## src/rtl/core/hrw_pkg.sv

```systemverilog
// shared types, sequencer step codes and limits for the huber residual weighting core
// no dependencies; every other file but hrw_if refers to it by scoped names
package hrw_pkg;

    // point counter width and saturation limit
    localparam int unsigned CNT_W = 20;
    localparam logic [CNT_W-1:0] MAX_POINTS = 20'd524288;

    // sequencer step codes, in execution order
    localparam logic [5:0] OP_IDLE    = 6'd0;
    localparam logic [5:0] OP_PZ2     = 6'd1;
    localparam logic [5:0] OP_DEN_LO  = 6'd2;
    localparam logic [5:0] OP_DEN_HI  = 6'd3;
    localparam logic [5:0] OP_N0A     = 6'd4;
    localparam logic [5:0] OP_N0B     = 6'd5;
    localparam logic [5:0] OP_N1A     = 6'd6;
    localparam logic [5:0] OP_N1B     = 6'd7;
    localparam logic [5:0] OP_G0_INIT = 6'd8;
    localparam logic [5:0] OP_G0_DIV  = 6'd9;
    localparam logic [5:0] OP_G0_DONE = 6'd10;
    localparam logic [5:0] OP_G1_INIT = 6'd11;
    localparam logic [5:0] OP_G1_DIV  = 6'd12;
    localparam logic [5:0] OP_G1_DONE = 6'd13;
    localparam logic [5:0] OP_SL_A    = 6'd14;
    localparam logic [5:0] OP_SL_B    = 6'd15;
    localparam logic [5:0] OP_SQ      = 6'd16;
    localparam logic [5:0] OP_DD      = 6'd17;
    localparam logic [5:0] OP_S       = 6'd18;
    localparam logic [5:0] OP_T_LO    = 6'd19;
    localparam logic [5:0] OP_T_HI    = 6'd20;
    localparam logic [5:0] OP_DENOM   = 6'd21;
    localparam logic [5:0] OP_W_INIT  = 6'd22;
    localparam logic [5:0] OP_W_DIV   = 6'd23;
    localparam logic [5:0] OP_W_DONE  = 6'd24;
    localparam logic [5:0] OP_RT_INIT = 6'd25;
    localparam logic [5:0] OP_RT_STEP = 6'd26;
    localparam logic [5:0] OP_WRP     = 6'd27;
    localparam logic [5:0] OP_H_INIT  = 6'd28;
    localparam logic [5:0] OP_H_DIV   = 6'd29;
    localparam logic [5:0] OP_H_DONE  = 6'd30;
    localparam logic [5:0] OP_PW      = 6'd31;
    localparam logic [5:0] OP_RR      = 6'd32;
    localparam logic [5:0] OP_E_LO    = 6'd33;
    localparam logic [5:0] OP_E_HI    = 6'd34;
    localparam logic [5:0] OP_ACC     = 6'd35;
    localparam logic [5:0] OP_M_INIT  = 6'd36;
    localparam logic [5:0] OP_M_DIV   = 6'd37;
    localparam logic [5:0] OP_M_DONE  = 6'd38;
    localparam logic [5:0] OP_OUT     = 6'd39;

    typedef logic [5:0] t_op;

    // controller to datapath
    typedef struct packed {
        t_op  op;
        logic load;
    } t_cmd;

    // datapath to controller
    typedef struct packed {
        logic last;
        logic out_busy;
    } t_sts;

    // configuration registers
    typedef struct packed {
        logic signed [31:0] tx;
        logic signed [31:0] ty;
        logic signed [31:0] tz;
        logic [31:0]        vgain;
        logic [31:0]        hwidth;
        logic [31:0]        noise;
    } t_cfg;

    // one input beat
    typedef struct packed {
        logic signed [31:0] point_x;
        logic signed [31:0] point_y;
        logic signed [31:0] point_z;
        logic [30:0]        inv_depth;
        logic signed [31:0] residual;
        logic signed [31:0] grad_x;
        logic signed [31:0] grad_y;
        logic [30:0]        depth_variance;
        logic               last_point;
    } t_item;

    // one result beat
    typedef struct packed {
        logic [31:0] point_weight;
        logic [31:0] mean_error;
        logic        set_done;
    } t_res;

endpackage

```

## src/rtl/core/hrw_ctrl.sv

```systemverilog
// sequencer: steps the datapath through one point, counts divider and root steps
// depends on hrw_pkg
module hrw_ctrl (
    input  logic           i_clk,
    input  logic           i_rst_n,
    input  logic           i_in_valid,
    input  hrw_pkg::t_sts  i_sts,
    output logic           o_in_ready,
    output hrw_pkg::t_cmd  o_cmd
);

    logic [5:0] r_state, n_state;
    logic [4:0] r_step, n_step;

    // next state
    always_comb begin
        n_state = r_state;
        n_step  = r_step;
        case (r_state)
            hrw_pkg::OP_IDLE: begin
                if (i_in_valid) n_state = hrw_pkg::OP_PZ2;
            end
            hrw_pkg::OP_G0_INIT, hrw_pkg::OP_G1_INIT: begin
                n_state = r_state + 6'd1;
                n_step  = 5'd30;
            end
            hrw_pkg::OP_W_INIT, hrw_pkg::OP_M_INIT: begin
                n_state = r_state + 6'd1;
                n_step  = 5'd31;
            end
            hrw_pkg::OP_H_INIT: begin
                n_state = r_state + 6'd1;
                n_step  = 5'd16;
            end
            hrw_pkg::OP_RT_INIT: begin
                n_state = r_state + 6'd1;
                n_step  = 5'd23;
            end
            hrw_pkg::OP_G0_DIV, hrw_pkg::OP_G1_DIV, hrw_pkg::OP_W_DIV,
            hrw_pkg::OP_RT_STEP, hrw_pkg::OP_H_DIV, hrw_pkg::OP_M_DIV: begin
                if (r_step == 5'd0) n_state = r_state + 6'd1;
                else n_step = r_step - 5'd1;
            end
            hrw_pkg::OP_ACC: begin
                n_state = i_sts.last ? hrw_pkg::OP_M_INIT : hrw_pkg::OP_OUT;
            end
            hrw_pkg::OP_OUT: begin
                if (!i_sts.out_busy) n_state = hrw_pkg::OP_IDLE;
            end
            hrw_pkg::OP_PZ2, hrw_pkg::OP_DEN_LO, hrw_pkg::OP_DEN_HI, hrw_pkg::OP_N0A,
            hrw_pkg::OP_N0B, hrw_pkg::OP_N1A, hrw_pkg::OP_N1B, hrw_pkg::OP_G0_DONE,
            hrw_pkg::OP_G1_DONE, hrw_pkg::OP_SL_A, hrw_pkg::OP_SL_B, hrw_pkg::OP_SQ,
            hrw_pkg::OP_DD, hrw_pkg::OP_S, hrw_pkg::OP_T_LO, hrw_pkg::OP_T_HI,
            hrw_pkg::OP_DENOM, hrw_pkg::OP_W_DONE, hrw_pkg::OP_WRP, hrw_pkg::OP_H_DONE,
            hrw_pkg::OP_PW, hrw_pkg::OP_RR, hrw_pkg::OP_E_LO, hrw_pkg::OP_E_HI: begin
                n_state = r_state + 6'd1;
            end
            hrw_pkg::OP_M_DONE: n_state = hrw_pkg::OP_OUT;
            default: n_state = hrw_pkg::OP_IDLE;
        endcase
    end

    // state registers
    always_ff @(posedge i_clk) begin
        if (!i_rst_n) begin
            r_state <= hrw_pkg::OP_IDLE;
            r_step  <= '0;
        end else begin
            r_state <= n_state;
            r_step  <= n_step;
        end
    end

    assign o_in_ready = (r_state == hrw_pkg::OP_IDLE);
    assign o_cmd.op   = r_state;
    assign o_cmd.load = (r_state == hrw_pkg::OP_IDLE) && i_in_valid;

`ifndef SYNTHESIS
    // an accepted beat starts the sequence on the next cycle
    a_start: assert property (@(posedge i_clk) disable iff (!i_rst_n)
        o_cmd.load |=> (r_state == hrw_pkg::OP_PZ2))
        else $error("sequence did not start after accept");

    // a finished divide moves on to its completion step
    a_div_end: assert property (@(posedge i_clk) disable iff (!i_rst_n)
        (r_state == hrw_pkg::OP_W_DIV && r_step == 5'd0)
        |=> (r_state == hrw_pkg::OP_W_DONE))
        else $error("weight divide overran");

    // a stalled result holds the sequencer in the output step
    a_out_hold: assert property (@(posedge i_clk) disable iff (!i_rst_n)
        (r_state == hrw_pkg::OP_OUT && i_sts.out_busy) |=> (r_state == hrw_pkg::OP_OUT))
        else $error("output step left while result still pending");
`endif

endmodule

```

## config.mk

```make
export PLATFORM = sky130hd
export DESIGN_NAME = hrw_ctrl
export DESIGN_NICKNAME = d
export VERILOG_FILES = /design/src/rtl/core/hrw_pkg.sv /design/src/rtl/core/hrw_ctrl.sv
export SDC_FILE = /design/constraint.sdc
export NUM_CORES = 1
export LEC_CHECK = 0
export BUFFER_PORTS_ARGS = -buffer_cell sky130_fd_sc_hd__buf_2
export CORE_ASPECT_RATIO = 1.75
export CORE_UTILIZATION = 35
export DETAILED_ROUTE_END_ITERATION = 7
export PLACE_DENSITY = 0.64
export SYNTH_ARGS = -nofsm -noshare
export SYNTH_HDL_FRONTEND = slang
export SYNTH_SLANG_ARGS = --single-unit
```

## constraint.sdc

```tcl
create_clock -name i_clk -period 2.22 [get_ports i_clk]
set_clock_uncertainty 0.15 [all_clocks]
set_input_delay 0.222 -clock i_clk [delete_from_list [all_inputs] [get_ports i_clk]]
set_output_delay 0.222 -clock i_clk [all_outputs]
set_load 0.02 [all_outputs]
```

==> results of run 1 <==
[synthesized netlist by cell type (2+ instances only)]
cell	count	area (um^2)
a21o_1	3	22.52
a21oi_1	10	50.05
a311o_1	3	30.03
a31oi_1	2	12.51
and2_1	2	12.51
buf_2	2	10.01
buf_6	5	56.30
clkbuf_1	4	15.01
clkbuf_2	2	10.01
dfxtp_1	11	220.2
ha_1	6	75.07
inv_1	8	30.03
nand2_1	11	41.29
nand2b_1	3	18.77
nand3_1	9	45.04
nand3b_1	3	22.52
nand4b_1	2	17.52
nor2_1	8	30.03
nor2b_1	4	25.02
nor3_1	5	25.02
nor3b_1	2	15.01
o2111ai_1	3	26.28
o211a_1	3	30.03
o211ai_1	2	15.01
o21a_1	3	22.52
o21ai_0	4	20.02
or3_1	3	18.77
or3b_1	2	17.52
[sequential cells by signal, indices dropped and copies added (netlist names)]
signal / cells
r_step: 5
r_state: 6
[worst max-delay path by stage]
stage	to	cells past startpoint	start	slack, ps
4_1_cts	r_step[2]	9	r_state[1]	-30
5_1_grt	r_state[4]	7	r_state[3]	-90
3_3_place_gp	r_state[0]	9	r_state[1]	-140
2_1_floorplan	r_state[0]	9	r_state[0]	-140
6_report	r_state[4]	9	r_state[1]	-40
3_5_place_dp	r_step[2]	9	r_state[1]	-210
[routing by layer]
metal / vias up / GRT usage / part of all wire
met2: 41 / 0.4139 / 0.55
met5: - / 0 / 0
met1: 692 / 0.2483 / 0.39
li1: 672 / - / -
met4: 0 / 0.1286 / 0.036
met3: 13 / 0.03146 / 0.024
[logic make-up after synthesis]
logic type	count (synthesis)	share of synthesized area
AND/OR/NAND/NOR	63	0.3124
AO/OA/AOI/OAI	50	0.3327
buffers and inverters	22	0.1041
flip-flops	11	0.1780
adder cells (fa/ha/maj)	6	0.06067
multiplexers	1	0.01213
[layout make-up]
class,instances,area [um^2],share of cell area
repair buffers,58,419.2,0.2227
multi-input cells,120,1090,0.5791
flip-flops and latches,11,234.0,0.1243
clock buffers,4,45.04,0.02394
inverters,8,37.54,0.01995
well taps,45,56.30,0.02992
[report_power, final]
part	leakage (nW)	internal [mW]	switching, mW	total [mW]
Clock	0.0228	0.126	0.0798	0.206
Sequential	0.0921	0.225	0.0468	0.272
Combinational	0.650	0.461	0.467	0.928
[per-stage QoR]
step	setup slack, ps	total power [mW]	hold WS [ps]
floorplan	-141.4	0.7053	318.0
global placement	-144.5	0.9183	376.9
detailed placement	-214.4	0.9447	386.6
CTS	-27.38	1.225	225.2
global route	-93.77	1.473	252.5
finish	-41.46	1.406	234.2
[repair_timing]
action / in CTS / in global routing
setup buffers: 5 / 7
endpoints found under the setup margin: 11 / 12
cloned: 0 / 0
pin swaps: 7 / 12
resized for setup: 10 / 30
==> results.cfg, run 1 <==
[die]
rows = 28
core_um2 = 3363
pin_count = 13
initial_utilization = 0.3679
die_w_um = 46.95
die_area_um2 = 3786
die_h_um = 80.66

[synth]
postSynth.asyncResetShare = 0
synth_edf_count = 0
netlist_area_um2 = 1237
ys_ff_latch = 11
synthCells = 153
synth_ff_type = dfxtp_1
syn-num-nets = 164
ys_seq_area_frac = 0.1780
synth_area_per_cell_um2 = 8.088
yosysUniqueCellTypes = 56
yosysWarnings = 0

[placement]
place_area_um2 = 1568
place_inst = 232
hpwl_um = 2926
io_buffers = 12
gp_congestion = 0.8767

[cells_and_area]
area_delta_synth_final_pct = 52.07
drive_above_1_share = 0.5174
diodes = 0
nNetsFinal = 213
final_core_utilization = 0.5595
fin_cells = 246
fillCellCount = 320
final_common_cell = buf_4
finalInstanceArea_um2 = 1882
final_cell_mix = buf_4, buf_2, nand2_1

[setup_path]
crit_required_ps = 2250
max_stage_delay_ps = 480
start_kind = flip-flop
path_class = flip-flop to flip-flop
r2r_cells = 9
r2r-start = r_state[1]
path_max_fanout = 7
cp_cell_sequence = buf_6, ha_4, nor2_1, a2111o_1, o311ai_4, nor4_4, buf_4, or4_4, nand3_1
crit_slowest_cell = or4_4
crit_family = simple AND/OR/NAND/NOR gates
r2r_slack_ps = -40
cp.arrival_ps = 2290
end_kind = flip-flop
critPathBufInv = 2
r2r-end = r_state[4]

[clock_tree]
cts_tree = built
cts_sinks = 11
holdBufCountCts = 0
htreeDepth = 1
cts_buffer_depth = 2
clock_latency_ps = 240
clk_pin_slew_ps = 50
numCtsBuffers = 3
cts_root_buf = clkbuf_8

[timing]
drv_slew = 0
worst_pin_slew_ps = 356.9
tns_ps = -110.3
hold_violations = 0
slew_headroom = 0.7620
period_share = 1.019
setup_violations = 4
setup_slack_ps = -41.46
rsz0062_at_grt = yes
max_freq_mhz = 442.2
post-route-min-period_ps = 2261

[power]
ir_drop_mv = 0.8894
p_per_area_nw_per_um2 = 747.1
p_leak_nw = 0.7646

[drt]
wl_per_cell_um = 16.99
vias_per_cell = 5.764
first_pass_iters = 4
antenna_left = 0
via_count = 1418
drc = 0
drtIter0Drc = 40
drt_wl_total_um = 4179

[hold_path]
hold_class = input pin to flip-flop
hp-start = i_rst_n
hold_depth = 2
hold_end = r_state[0]

[grt]
antenna_found_initial = 0
grt_pass1_wl_um = 6479
grt_usage = 0.2341
grt_overflow = 0
grt_max_degree = 21
grt_pass1_vias = 1385

[run]
max-cap-violations = 0

[outcome]
status = finished with violations
violations = negative setup slack
Power figures use the tool's default switching activity.
==> inputs of run 2 (changes only) <==
==> constraint.sdc (replaced) <==
create_clock -name i_clk -period 2.22 [get_ports i_clk]
set_clock_uncertainty 0.15 [all_clocks]
set_input_delay 0.555 -clock i_clk [delete_from_list [all_inputs] [get_ports i_clk]]
set_output_delay 0.555 -clock i_clk [all_outputs]
set_load 0.02 [all_outputs]
==> run 2 against run 1 <==
Against the previous run:
- critical path type unchanged
- sequential cell count is the same
- largest power group unchanged
- maximum frequency up 1.2%
- the flow still finishes with violations (negative setup slack)
- design area decreased by 0.46%
==> results.cfg, run 2 (synthesis results as in run 1) <==
[setup_path]
path_class = flip-flop to flip-flop
end_kind = flip-flop
max_stage_delay_ps = 410
crit_required_ps = 2200
start_kind = flip-flop
cp_cell_sequence = inv_6, ha_4, or3_1, o2111ai_2, o311ai_4, nor4_4, buf_6, nor2_1, o311a_1
cp.arrival_ps = 2220
path_max_fanout = 8
crit_slowest_cell = dfxtp_4

[timing]
rsz0062_at_grt = yes
slew_headroom = 0.7609
period_share = 1.007
setup_slack_ps = -15.04
drv_slew = 0
setup_violations = 4
post-route-min-period_ps = 2235
hold_violations = 0
max_freq_mhz = 447.4
worst_pin_slew_ps = 358.6
hold_ws_ps = 388.7
tns_ps = -46.76

[die]
pin_count = 13
rows = 28
core_um2 = 3363
die_area_um2 = 3786
die_h_um = 80.66
initial_utilization = 0.3679
die_w_um = 46.95

[drt]
highest_layer = met4
drc = 0
wl_per_cell_um = 16.06
met1_length_um = 1462
met2_length_um = 2242
drtIter0Drc = 51
first_pass_iters = 4
wl_met3_um = 114
via_count = 1369
antenna_left = 0
vias_per_cell = 5.588
drt_wl_total_um = 3934

[grt]
antenna_found_initial = 0
grt_overflow = 0
grt_pass1_wl_um = 6313
grt_pass1_vias = 1373
grt_max_degree = 21
grt_usage = 0.2289

[cells_and_area]
largest_register = r_state
nNetsFinal = 212
fin_cells = 245
diodes = 0
largest_reg_flops = 6
final_cell_mix = buf_4, buf_2, nand3_1, nand2_1
finalInstanceArea_um2 = 1873
fillCellCount = 309
largestRegisters = r_state (6), r_step (5)
drive_above_1_share = 0.5200
final_common_cell = buf_4
area_delta_synth_final_pct = 51.37
final_core_utilization = 0.5569

[run]
max-cap-violations = 0

[clock_tree]
cts_tree = built
cts_sinks = 11
numCtsBuffers = 3
cts_root_buf = clkbuf_8
cts_buffer_depth = 2
htreeDepth = 1
clk_pin_slew_ps = 60
clock_latency_ps = 240

[outcome]
status = finished with violations
violations = negative setup slack

[placement]
place_ws_ps = -156.4
gp_congestion = 0.8994
hpwl_um = 2812
io_buffers = 12
place_inst = 232
place_area_um2 = 1573

[power]
p_per_area_nw_per_um2 = 723.4
ir_drop_mv = 0.7354
power.total_mw = 1.355
p_leak_nw = 0.7776

[hold_path]
hold_class = flip-flop to flip-flop
==> run 2: changes by cell type in the layout (fill, tap and decap cells not counted), sizes merged <==
cell | previous run | this run
buf | 58 | 57
==> run 2: worst paths after layout <==
path / depth (start not counted) / to / from / slack, ps
worst max-delay path: 9 / r_state[0] / r_state[1] / -20
worst max register to register: 9 / r_state[0] / r_state[1] / -20
worst min register to register: 2 / r_step[2] / r_step[2] / 390
worst min-delay path: 2 / r_step[2] / r_step[2] / 390
==> run 2: critical path: cells and delay by family, from the launching register on <==
kind	cells	cell delay, ps
AND/OR/NAND/NOR	3	640
AO/OA/AOI/OAI	3	520
flip-flops	1	410
buffers and inverters	2	230
adder cells (fa/ha/maj)	1	190
==> run 2: metal layers <==
| layer | track usage | vias to the layer above |
|---|---|---|
| met1 | 0.2483 | 650 |
| met5 | 0 | - |
| met3 | 0.01573 | 12 |
| met4 | 0.1200 | 0 |
| met2 | 0.4111 | 35 |
| li1 | - | 672 |
==> run 2: what timing repair did <==
action	4_1_cts	5_1_grt
resized for setup	23	18
pin swaps	12	16
hold buffers	0	0
setup endpoints to repair	12	12
setup buffers	4	6
==> run 2: final cells by class <==
cell class / instances / area, um^2 / area share
Clock buffer: 4 / 45.04 / 0.02405
Inverter: 8 / 37.54 / 0.02004
Multi-Input combinational cell: 120 / 1087 / 0.5805
Sequential cell: 11 / 235.2 / 0.1256
Tap cell: 45 / 56.30 / 0.03006
Timing Repair Buffer: 57 / 411.6 / 0.2198
==> run 2: power by group <==
group          switching, mW  internal [mW]  total (mW)  leakage [nW]
Sequential            0.0509          0.225       0.276        0.0926
Clock                 0.0823          0.126       0.209        0.0228
Combinational          0.441          0.429       0.870         0.662
Total                  0.574          0.781        1.35         0.778
