File: config.mk
export PLATFORM = sky130hd
export DESIGN_NAME = hrw_cfg
export DESIGN_NICKNAME = d
export VERILOG_FILES = /design/src/rtl/core/hrw_pkg.sv /design/src/rtl/core/hrw_cfg.sv
export SDC_FILE = /design/constraint.sdc
export NUM_CORES = 1
export LEC_CHECK = 0
export BUFFER_PORTS_ARGS = -buffer_cell sky130_fd_sc_hd__clkbuf_2
export CAP_MARGIN = 20
export CORE_UTILIZATION = 30
export DETAILED_ROUTE_END_ITERATION = 12
export PLACE_DENSITY = 0.63
export SETUP_SLACK_MARGIN = 0.1
export SLEW_MARGIN = 40
export SYNTH_ARGS = -nofsm -noshare
export SYNTH_HDL_FRONTEND = slang
export SYNTH_SLANG_ARGS = --single-unit
File: constraint.sdc
create_clock -name i_clk -period 2 [get_ports i_clk]
set_input_delay 0 -clock i_clk [delete_from_list [all_inputs] [get_ports i_clk]]
set_output_delay 0 -clock i_clk [all_outputs]
set_load 0.01 [all_outputs]
File: src/rtl/core/hrw_pkg.sv
// shared types, sequencer step codes and limits for the huber residual weighting core
// no dependencies; every other file but hrw_if refers to it by scoped names
package hrw_pkg;

    // point counter width and saturation limit
    localparam int unsigned CNT_W = 20;
    localparam logic [CNT_W-1:0] MAX_POINTS = 20'd524288;

    // sequencer step codes, in execution order
    localparam logic [5:0] OP_IDLE    = 6'd0;
    localparam logic [5:0] OP_PZ2     = 6'd1;
    localparam logic [5:0] OP_DEN_LO  = 6'd2;
    localparam logic [5:0] OP_DEN_HI  = 6'd3;
    localparam logic [5:0] OP_N0A     = 6'd4;
    localparam logic [5:0] OP_N0B     = 6'd5;
    localparam logic [5:0] OP_N1A     = 6'd6;
    localparam logic [5:0] OP_N1B     = 6'd7;
    localparam logic [5:0] OP_G0_INIT = 6'd8;
    localparam logic [5:0] OP_G0_DIV  = 6'd9;
    localparam logic [5:0] OP_G0_DONE = 6'd10;
    localparam logic [5:0] OP_G1_INIT = 6'd11;
    localparam logic [5:0] OP_G1_DIV  = 6'd12;
    localparam logic [5:0] OP_G1_DONE = 6'd13;
    localparam logic [5:0] OP_SL_A    = 6'd14;
    localparam logic [5:0] OP_SL_B    = 6'd15;
    localparam logic [5:0] OP_SQ      = 6'd16;
    localparam logic [5:0] OP_DD      = 6'd17;
    localparam logic [5:0] OP_S       = 6'd18;
    localparam logic [5:0] OP_T_LO    = 6'd19;
    localparam logic [5:0] OP_T_HI    = 6'd20;
    localparam logic [5:0] OP_DENOM   = 6'd21;
    localparam logic [5:0] OP_W_INIT  = 6'd22;
    localparam logic [5:0] OP_W_DIV   = 6'd23;
    localparam logic [5:0] OP_W_DONE  = 6'd24;
    localparam logic [5:0] OP_RT_INIT = 6'd25;
    localparam logic [5:0] OP_RT_STEP = 6'd26;
    localparam logic [5:0] OP_WRP     = 6'd27;
    localparam logic [5:0] OP_H_INIT  = 6'd28;
    localparam logic [5:0] OP_H_DIV   = 6'd29;
    localparam logic [5:0] OP_H_DONE  = 6'd30;
    localparam logic [5:0] OP_PW      = 6'd31;
    localparam logic [5:0] OP_RR      = 6'd32;
    localparam logic [5:0] OP_E_LO    = 6'd33;
    localparam logic [5:0] OP_E_HI    = 6'd34;
    localparam logic [5:0] OP_ACC     = 6'd35;
    localparam logic [5:0] OP_M_INIT  = 6'd36;
    localparam logic [5:0] OP_M_DIV   = 6'd37;
    localparam logic [5:0] OP_M_DONE  = 6'd38;
    localparam logic [5:0] OP_OUT     = 6'd39;

    typedef logic [5:0] t_op;

    // controller to datapath
    typedef struct packed {
        t_op  op;
        logic load;
    } t_cmd;

    // datapath to controller
    typedef struct packed {
        logic last;
        logic out_busy;
    } t_sts;

    // configuration registers
    typedef struct packed {
        logic signed [31:0] tx;
        logic signed [31:0] ty;
        logic signed [31:0] tz;
        logic [31:0]        vgain;
        logic [31:0]        hwidth;
        logic [31:0]        noise;
    } t_cfg;

    // one input beat
    typedef struct packed {
        logic signed [31:0] point_x;
        logic signed [31:0] point_y;
        logic signed [31:0] point_z;
        logic [30:0]        inv_depth;
        logic signed [31:0] residual;
        logic signed [31:0] grad_x;
        logic signed [31:0] grad_y;
        logic [30:0]        depth_variance;
        logic               last_point;
    } t_item;

    // one result beat
    typedef struct packed {
        logic [31:0] point_weight;
        logic [31:0] mean_error;
        logic        set_done;
    } t_res;

endpackage

File: src/rtl/core/hrw_cfg.sv
// apb register bank for translation, variance gain, huber width and pixel noise
// depends on hrw_pkg
module hrw_cfg (
    input  logic               i_clk,
    input  logic               i_rst_n,
    input  logic               i_psel,
    input  logic               i_penable,
    input  logic               i_pwrite,
    input  logic [4:0]         i_paddr,
    input  logic [31:0]        i_pwdata,
    output logic [31:0]        o_prdata,
    output hrw_pkg::t_cfg      o_cfg
);

    localparam logic [2:0] REG_TX     = 3'd0;
    localparam logic [2:0] REG_TY     = 3'd1;
    localparam logic [2:0] REG_TZ     = 3'd2;
    localparam logic [2:0] REG_VGAIN  = 3'd3;
    localparam logic [2:0] REG_HWIDTH = 3'd4;
    localparam logic [2:0] REG_NOISE  = 3'd5;

    hrw_pkg::t_cfg r_cfg;
    logic          wr_en;

    assign wr_en = i_psel && i_penable && i_pwrite;

    // register writes, unknown indexes dropped
    always_ff @(posedge i_clk) begin
        if (!i_rst_n) begin
            r_cfg.tx     <= '0;
            r_cfg.ty     <= '0;
            r_cfg.tz     <= '0;
            r_cfg.vgain  <= 32'd65536;
            r_cfg.hwidth <= 32'd655360;
            r_cfg.noise  <= 32'd65536;
        end else if (wr_en) begin
            case (i_paddr[4:2])
                REG_TX:     r_cfg.tx     <= i_pwdata;
                REG_TY:     r_cfg.ty     <= i_pwdata;
                REG_TZ:     r_cfg.tz     <= i_pwdata;
                REG_VGAIN:  r_cfg.vgain  <= i_pwdata;
                REG_HWIDTH: r_cfg.hwidth <= i_pwdata;
                REG_NOISE:  r_cfg.noise  <= i_pwdata;
                default: ;
            endcase
        end
    end

    // read mux
    always_comb begin
        case (i_paddr[4:2])
            REG_TX:     o_prdata = r_cfg.tx;
            REG_TY:     o_prdata = r_cfg.ty;
            REG_TZ:     o_prdata = r_cfg.tz;
            REG_VGAIN:  o_prdata = r_cfg.vgain;
            REG_HWIDTH: o_prdata = r_cfg.hwidth;
            REG_NOISE:  o_prdata = r_cfg.noise;
            default:    o_prdata = '0;
        endcase
    end

    assign o_cfg = r_cfg;

endmodule

==> impl_summary.md, run 1 <==
Clock tree
In this run, CTS created clock tree buffers numbering 17. The H-tree generated during clock tree synthesis spans 4 levels. The clock reaches the later pin of the worst-skew pair after 0.43 ns. The maximum number of buffers from clock root to sink is 2. The TritonCTS clock tree is built.

The number of clock sinks is 192. The total setup buffers inserted after CTS is 0. After clock tree synthesis, the clock-pin slew on the worst setup and hold paths is 0.07 ns. In this run the clock root is driven by a sky130_fd_sc_hd__clkbuf_16.

Setup path
The data arrival at the endpoint of the critical path is 1.64 ns. For flop-to-flop paths, the worst setup slack is 1.31 ns. The number of logic stages on the critical path including buffering is 6. The category of the worst setup path capture point is an output pin.

The cell family with the largest share of critical-path delay is buffers and inverters. Walking the worst path, the cells encountered are clkbuf_2 -> or2_2 -> buf_4 -> o32ai_1 -> a221o_1 -> clkbuf_2. The worst register-to-register path ends at o_cfg[51].

The worst setup path is launched from a primary input. The delay of the slowest critical-path stage is 0.45 ns. In this run the worst path has a maximum fanout of 13. The count of buffering cells on the critical path with inverters included is 3.

The most critical setup path has its endpoint at o_prdata[22]. The reg-to-reg startpoint is o_cfg[51]. The library cell contributing the largest single delay on the critical path is sky130_fd_sc_hd__or2_2. The critical path in this run is classified as primary input to output pin. The most prevalent standard cell on the critical path is sky130_fd_sc_hd__clkbuf_2. The most critical setup path has its startpoint at i_paddr[4]. The worst-case reg-to-reg path depth is 2. The data required time at the worst endpoint is 2.00 ns.

Timing
For the pin with the worst max-slew slack, the measured transition is 0.7720 ns. The final worst setup slack is 0.3577 ns. The clock skew is 0 ns. The time the final worst path needs with I/O delays and setup is 1.642 ns. For the final routed database, the setup TNS stands at 0 ns. The number of hold violations in the final report was 0. On the final layout, the worst hold slack is 0.05233 ns.

The highest clock frequency the design can meet is 608.9 MHz. Setup violations remaining at the end of the flow were counted as 0. Setup repair after global routing left no endpoint under its margin. The worst pin sits at a relative slew slack of 0.4853. The number of max-slew violations in the final report came to 0. In the finished design, the share of the clock period the worst path needs comes to 0.8211.

Floorplanning
The x dimension of the die is 170.6 um. 266 I/O pins were placed. The floorplan row count is 61.

The core box area is 0.02786 sq mm. The die area is 0.02912 sq mm. The effective utilization at floorplan is 0.3063. In this run the vertical extent of the chip is 170.6 um.

Worst hold path
The path class of the tightest hold or removal check is primary input to register. The worst hold path begins at i_penable.

Power and ir drop
The post-layout total power is 7.866 mW. The internal power of the cells totals 5.762 mW. The sequential cell fraction of total power is 0.492.

The leakage power figure is 4.806 nW. Of the total power, the share spent switching nets is 0.2675. The combinational share of power is 0.080. The clock share of power is 0.428.

The net switching power is 2.104 mW. The largest voltage drop on the vdd net is 443.0 uV. For this design the ratio of total power to cell area is 696.6 mW/mm^2.

Logic synthesis
The post-synthesis share of cell area spent on xor and xnor gates is 0. The number of nets in the synthesized netlist is 902. The count of unique library cells instantiated by Yosys is 30. Of the synthesized area, sequential elements account for 0.4505. Of the post-synthesis cell area, the part taken by muxes is 0.3124.

In the synthesized netlist, the number of instances is 860. For this run, the leading register cell type out of synthesis is sky130_fd_sc_hd__dfxtp_1. After synthesis, the largest family of logic cells by area is multiplexers. The number of warnings printed during yosys synthesis is 0.

The share of synthesized area in the top cell type comes to 0.4505. Ranked by total cell area, the synthesized netlist is headed by sky130_fd_sc_hd__dfxtp_1 (45%), sky130_fd_sc_hd__mux2i_1 (27%), sky130_fd_sc_hd__nand2_1 (9.7%). The commonest cells after synthesis are sky130_fd_sc_hd__mux2i_1 (228), sky130_fd_sc_hd__nand2_1 (220), sky130_fd_sc_hd__dfxtp_1 (192). For this run, asynchronously set or reset flops after synthesis account for 0. The netlist area before placement is 0.008532 sq mm. Synthesis inferred 192 register bits. The dominant cell type by area after synthesis is sky130_fd_sc_hd__dfxtp_1.

The arithmetic-cell share of the synthesized area counting full adders, half adders and majority gates is 0. The number of flops mapped to enable cells by yosys is 0. By instance count, the leading cell after synthesis is sky130_fd_sc_hd__mux2i_1. The compound-gate portion of the synthesized area is 0.07435. The simple-gate share of the synthesized area is 0.1138. In this run the mean area of a mapped cell was 9.921 sq um.

GRT
For this run the aggregate overflow at the end of global routing stands at 0. The via count of the first global-routing pass is 7066. The first global-routing pass estimated 42680 um of wire. The initial antenna violation count is 0. The total track usage is 0.1966. Entering global routing, the biggest net connects 49 pins.

Placed design
The routability congestion estimate from global placement is 0.8277. Detailed placement finished with a half-perimeter wire length of 19560 um. The worst slack at placement is 0.3287 ns.

The number of input and output port buffers inserted is 263.

Routing
The detail-routed net length per standard cell is 18.75 um. The count of nets left with antenna violations once routing finished came out at 0. After the first detailed-routing iteration, the DRC count stood at 408. In the routed layout, each cell is associated on average with a via count of 4.871. The overall via count from detail_route is 7487. After detailed routing, the number of remaining DRC violations is 0. The total detailed-routing wirelength is 28820 um. The iteration count of the initial detailed-routing pass is 5.

Finish
The number of flip-flops under the largest register name is 192. The end-of-flow core utilization is 0.4053. The repair_antennas step left the layout with diodes totalling 0.

The area added between synthesis and finish is 32.35%. Of the cells placed in the final design, the portion with a size suffix greater than 1 is 0.3261. The layout net count is 1188.

Run status
The run finished with clean final reports.

Flow run
The max-cap check violation count is 0.
[per-stage QoR]
| step | cells | cell area (sq um) |
|---|---|---|
| 3_3_place_gp | 1472 | 10400 |
| 6_report | 1537 | 11290 |
| 5_1_grt | 1537 | 11290 |
| 4_1_cts | 1537 | 11290 |
| 3_5_place_dp | 1472 | 10400 |
| 2_1_floorplan | 860 | 8532 |
[worst min-delay path by stage]
stage                      to  slack (ns)  cells past startpoint
finish              o_cfg[51]        0.05                      3
CTS                 o_cfg[49]        0.03                      3
floorplan           o_cfg[16]        0.18                      2
global route        o_cfg[49]        0.06                      3
global placement    o_cfg[49]        0.32                      3
detailed placement  o_cfg[49]        0.33                      3
[placed cells by master, fill, tap and decap left out, types with 5 or more instances in the layout]
cell	Yosys	layout
sky130_fd_sc_hd__a22oi_1	12	12
sky130_fd_sc_hd__o32ai_1	10	10
sky130_fd_sc_hd__nor2_4	2	5
sky130_fd_sc_hd__clkbuf_16	0	17
sky130_fd_sc_hd__dfxtp_1	192	192
sky130_fd_sc_hd__a221o_1	10	10
sky130_fd_sc_hd__dlygate4sd3_1	0	33
sky130_fd_sc_hd__o21ai_0	22	22
sky130_fd_sc_hd__mux2_2	34	34
sky130_fd_sc_hd__o22a_1	10	10
sky130_fd_sc_hd__nand2_1	220	220
sky130_fd_sc_hd__inv_1	14	14
sky130_fd_sc_hd__mux2i_1	228	228
sky130_fd_sc_hd__clkbuf_2	1	261
sky130_fd_sc_hd__buf_12	0	9
sky130_fd_sc_hd__a32oi_1	8	8
sky130_fd_sc_hd__buf_4	16	32
[kinds of logic after synthesis]
family / count (synthesis)
flip-flops: 192
buffers and inverters: 83
multiplexers: 262
AND/OR/NAND/NOR: 239
AO/OA/AOI/OAI: 84
[power groups by stage]
stage	clock network, mW	registers, mW	logic (mW)
after floorplan	0	3.97	0.307
after global placement	0	3.96	0.574
after detailed placement	0	3.96	0.577
after CTS	3.47	3.87	0.630
after global routing	3.62	3.88	0.671
final	3.37	3.87	0.626
[worst register-to-register path: stages, from the launching register on]
cell and delay [ns]:
sky130_fd_sc_hd__dfxtp_1 0.34, sky130_fd_sc_hd__o21ai_0 0.07, sky130_fd_sc_hd__o311ai_0 0.14
[per-layer routing]
metal / up-vias / GRT usage / wire length (um) / part of all wire
met3: 45 / 0.04326 / 1458 / 0.051
met5: - / 0 / 0 / 0
met4: 0 / 0.07129 / 747 / 0.026
li1: 3565 / - / - / -
met1: 3623 / 0.2524 / 13060 / 0.45
met2: 254 / 0.3217 / 13550 / 0.47
[timing repair]
| action | in CTS | in global routing |
|---|---|---|
| hold endpoints to repair | 189 | 0 |
| gates resized for setup | 0 | 0 |
| hold buffers | 33 | 0 |
[layout make-up]
class | instances | area, sq um
Clock buffer | 18 | 439.2
Clock inverter | 14 | 125.1
Fill cell | 2784 | 16570
Inverter | 14 | 52.55
Multi-Input combinational cell | 585 | 4290
Sequential cell | 192 | 3844
Tap cell | 378 | 473.0
Timing Repair Buffer | 336 | 2068
Note: power is estimated with default switching activity, not from simulation.
==> run 2, diff against run 1 <==
Clock period 2 ns to 1.54 ns, I/O delays scaled along.
==> run 2 against run 1 <==
Effect of this change:
- final area up 7.1%
- wire length rose by 4.9%
- worst hold slack worse by 0.039 ns
- non-clock buffer count rose by 56
- combinational power rose by 43%
- register-to-register slack got worse by 1.0 ns
- utilization increased by 2.9 points
- sequential power grew 30%
- clock power grew 35%
- largest cell class unchanged
- first-iteration DRC count up 9.3%
- count of clock-buffer cells in the layout down 1
- die area did not move
==> impl_summary.md, run 2 (synthesis results as in run 1) <==
Floorplanning
During I/O placement, the number of pins put on the boundary was 266. The die covers 0.02912 sq mm. The core box area is 0.02786 sq mm. In this run the core area contains 61 standard-cell rows. Measured along the y axis, the die boundary spans 170.6 um.

The x dimension of the die is 170.6 um. The effective utilization at floorplan is 0.3063.

Placed design
OpenSTA, run right after detailed placement, puts the worst setup slack at 0.1035 ns. The half-perimeter wire length after placement is 20290 um. The number of input and output port buffers inserted is 263. The placed instance area is 0.01057 sq mm. Routability-driven placement finished with a final weighted congestion of 0.8180. Counting tap cells, the placed design contains a total of 1490 instances.

Setup path
The cell family contributing the most delay on the critical path is flip-flops. The signal on the critical path passes through mux2_2 -> a221oi_4 -> a21oi_2 -> clkbuf_2. The library cell contributing the largest single delay on the critical path is sky130_fd_sc_hd__dfxtp_2. Data on the critical path arrives at its endpoint at 1.50 ns.

For the worst setup path, the data required time is 1.54 ns. Of all nets on the critical path, the largest fanout is 2. The category of the worst setup path capture point is an output pin.

The classification of the worst setup path is register to output pin. The count of buffering cells on the critical path with inverters included is 1. The delay of the slowest critical-path stage is 0.33 ns. The worst setup path is launched from a register.

Timing
Counting I/O delays and the setup requirement, the final critical path takes 1.505 ns. The clock skew is 0 ns. The highest clock frequency the design can meet is 664.6 MHz. Of the available clock period, the critical path in the final layout requires 0.9770. The final worst setup slack is 0.03537 ns.

The count of endpoints failing setup in the final report is 0. For the pin with the worst max-slew slack, the measured transition is 0.7296 ns. The number of max-slew violations in the final report is 0. Summed over all failing endpoints, the final setup total negative slack is 0 ns. Setup repair after global routing could not meet its margin everywhere.

The number of hold violations in the final report is 0. Measured against its own limit, the worst slew margin works out to 0.5136. The final hold slack is 0.01285 ns.

GRT
After global routing the overflow that remains totals 0. The first-pass GRT wire length is 44060 um. The via count of the first global-routing pass is 7486. The initial antenna violation count is 0. In the global route stage, overall resource usage came out at 0.2015. The pin count of the biggest net entering global routing is 43.

Power and ir drop
The switching share of total power is 0.2668. The analysis attributes to net switching a power of 2.792 mW. The clock share of power is 0.434. Cell internal power was estimated by the tool at 7.673 mW.

VDD sags by at most 557.4 uV. For this design the static power due to leakage is 5.249 nW. The power density over the cells is 865.6 mW/mm^2. The sequential cell fraction of total power is 0.480. The share of total power dissipated in combinational logic is 0.086. The post-layout total power is 10.46 mW.

Finish
After filler insertion, the fill cell instance count of the layout stands at 2679. Relative to the synthesized area, the layout overhead comes to 41.71%. The fraction of layout cells with a size suffix above 1 is 0.4230. The number of diodes is 0.

The multi-input gate area in the final layout is 0.004506 sq mm. The commonest non-fill, non-tap cell in the layout is sky130_fd_sc_hd__clkbuf_2. The combined flip-flop and latch cell area is 0.003924 sq mm.

At the end of the flow the core is filled with cells to 0.4340. Leaving out fill and tap cells, the most frequent cells in the layout are sky130_fd_sc_hd__clkbuf_2 (242), sky130_fd_sc_hd__mux2i_1 (226), sky130_fd_sc_hd__nand2_1 (220). After the flow finishes, the layout carries non-filler instances totaling 1593. The register with the most flip-flops in the layout has 192 of them. The final design instance area without fill is 0.01209 sq mm. The layout net count is 1244.

Routing
The first-iteration detailed-routing DRC count is 446. The residual DRC count is 0. In the final routed layout, each cell accounts on average for 18.98 um. Once detail routing completed, the nets flagged for antenna violations numbered 0.

The total detailed-routing wirelength is 30240 um. The overall via count from detail_route is 7807. The first detailed-routing pass ran for 5 iterations. The ratio of routed vias to standard cells is 4.901.

Clock tree
The TritonCTS buffer count is 17. The TritonCTS clock tree is built. The clock network latency to the later pin of the worst-skew pair is 0.43 ns. Clock tree synthesis selected as its root buffer the cell sky130_fd_sc_hd__clkbuf_16. In this run the deepest clock path goes through 2 buffers. The clock edge transition at the registers on the reported setup and hold paths is 0.08 ns. The H-tree was split into 4 levels.

For this design, the sink count on the clock tree is 192.

Flow run
The tool flagged a number of max-cap violations equal to 0.

Worst hold path
The min-delay analysis places its worst path in the category primary input to register.

Run status
The flow ran to the end, and the final reports show no timing, DRC or antenna violations.
run 2: layout make-up:
type,instances,area share
Clock buffer,17,0.03519
Clock inverter,15,0.01418
Inverter,14,0.004346
Multi-Input combinational cell,585,0.3727
Sequential cell,192,0.3245
Tap cell,378,0.03912
Timing Repair Buffer,392,0.2100
run 2: final timing paths:
kind                 from  depth (start not counted)  slack, ns      endpoint
max reg2reg    o_cfg[103]                          4       0.29    o_cfg[103]
min reg2reg    o_cfg[114]                          2       0.47    o_cfg[114]
max            o_cfg[183]                          4       0.04  o_prdata[23]
min          i_pwdata[13]                          3       0.01    o_cfg[109]
run 2: what timing repair did:
item | CTS | global route
hold endpoints to repair | 186 | 0
pin swaps | 17 | 10
buffers inserted | 29 | 9
resized for setup | 65 | 68
endpoints found under the setup margin | 19 | 27
hold buffers | 33 | 0
run 2: metal layers:
layer,vias to the layer above,routed length [um],track usage
li1,3677,-,-
met1,3820,13380,0.2566
met4,0,730,0.07442
met3,43,1772,0.04673
met5,-,0,0
met2,267,14360,0.3303
run 2: worst min-delay path: stages:
cell and delay [ns]:
sky130_fd_sc_hd__clkbuf_2 0.08, sky130_fd_sc_hd__nand2_1 0.21, sky130_fd_sc_hd__mux2i_1 0.11
run 2: power by group through the flow:
stage | Combinational (mW) | Clock (mW) | Sequential, mW
4_1_cts | 0.879 | 4.65 | 5.03
6_report | 0.896 | 4.54 | 5.03
5_1_grt | 0.956 | 4.85 | 5.03
2_1_floorplan | 0.398 | 0 | 5.16
3_3_place_gp | 0.778 | 0 | 5.14
3_5_place_dp | 0.784 | 0 | 5.15
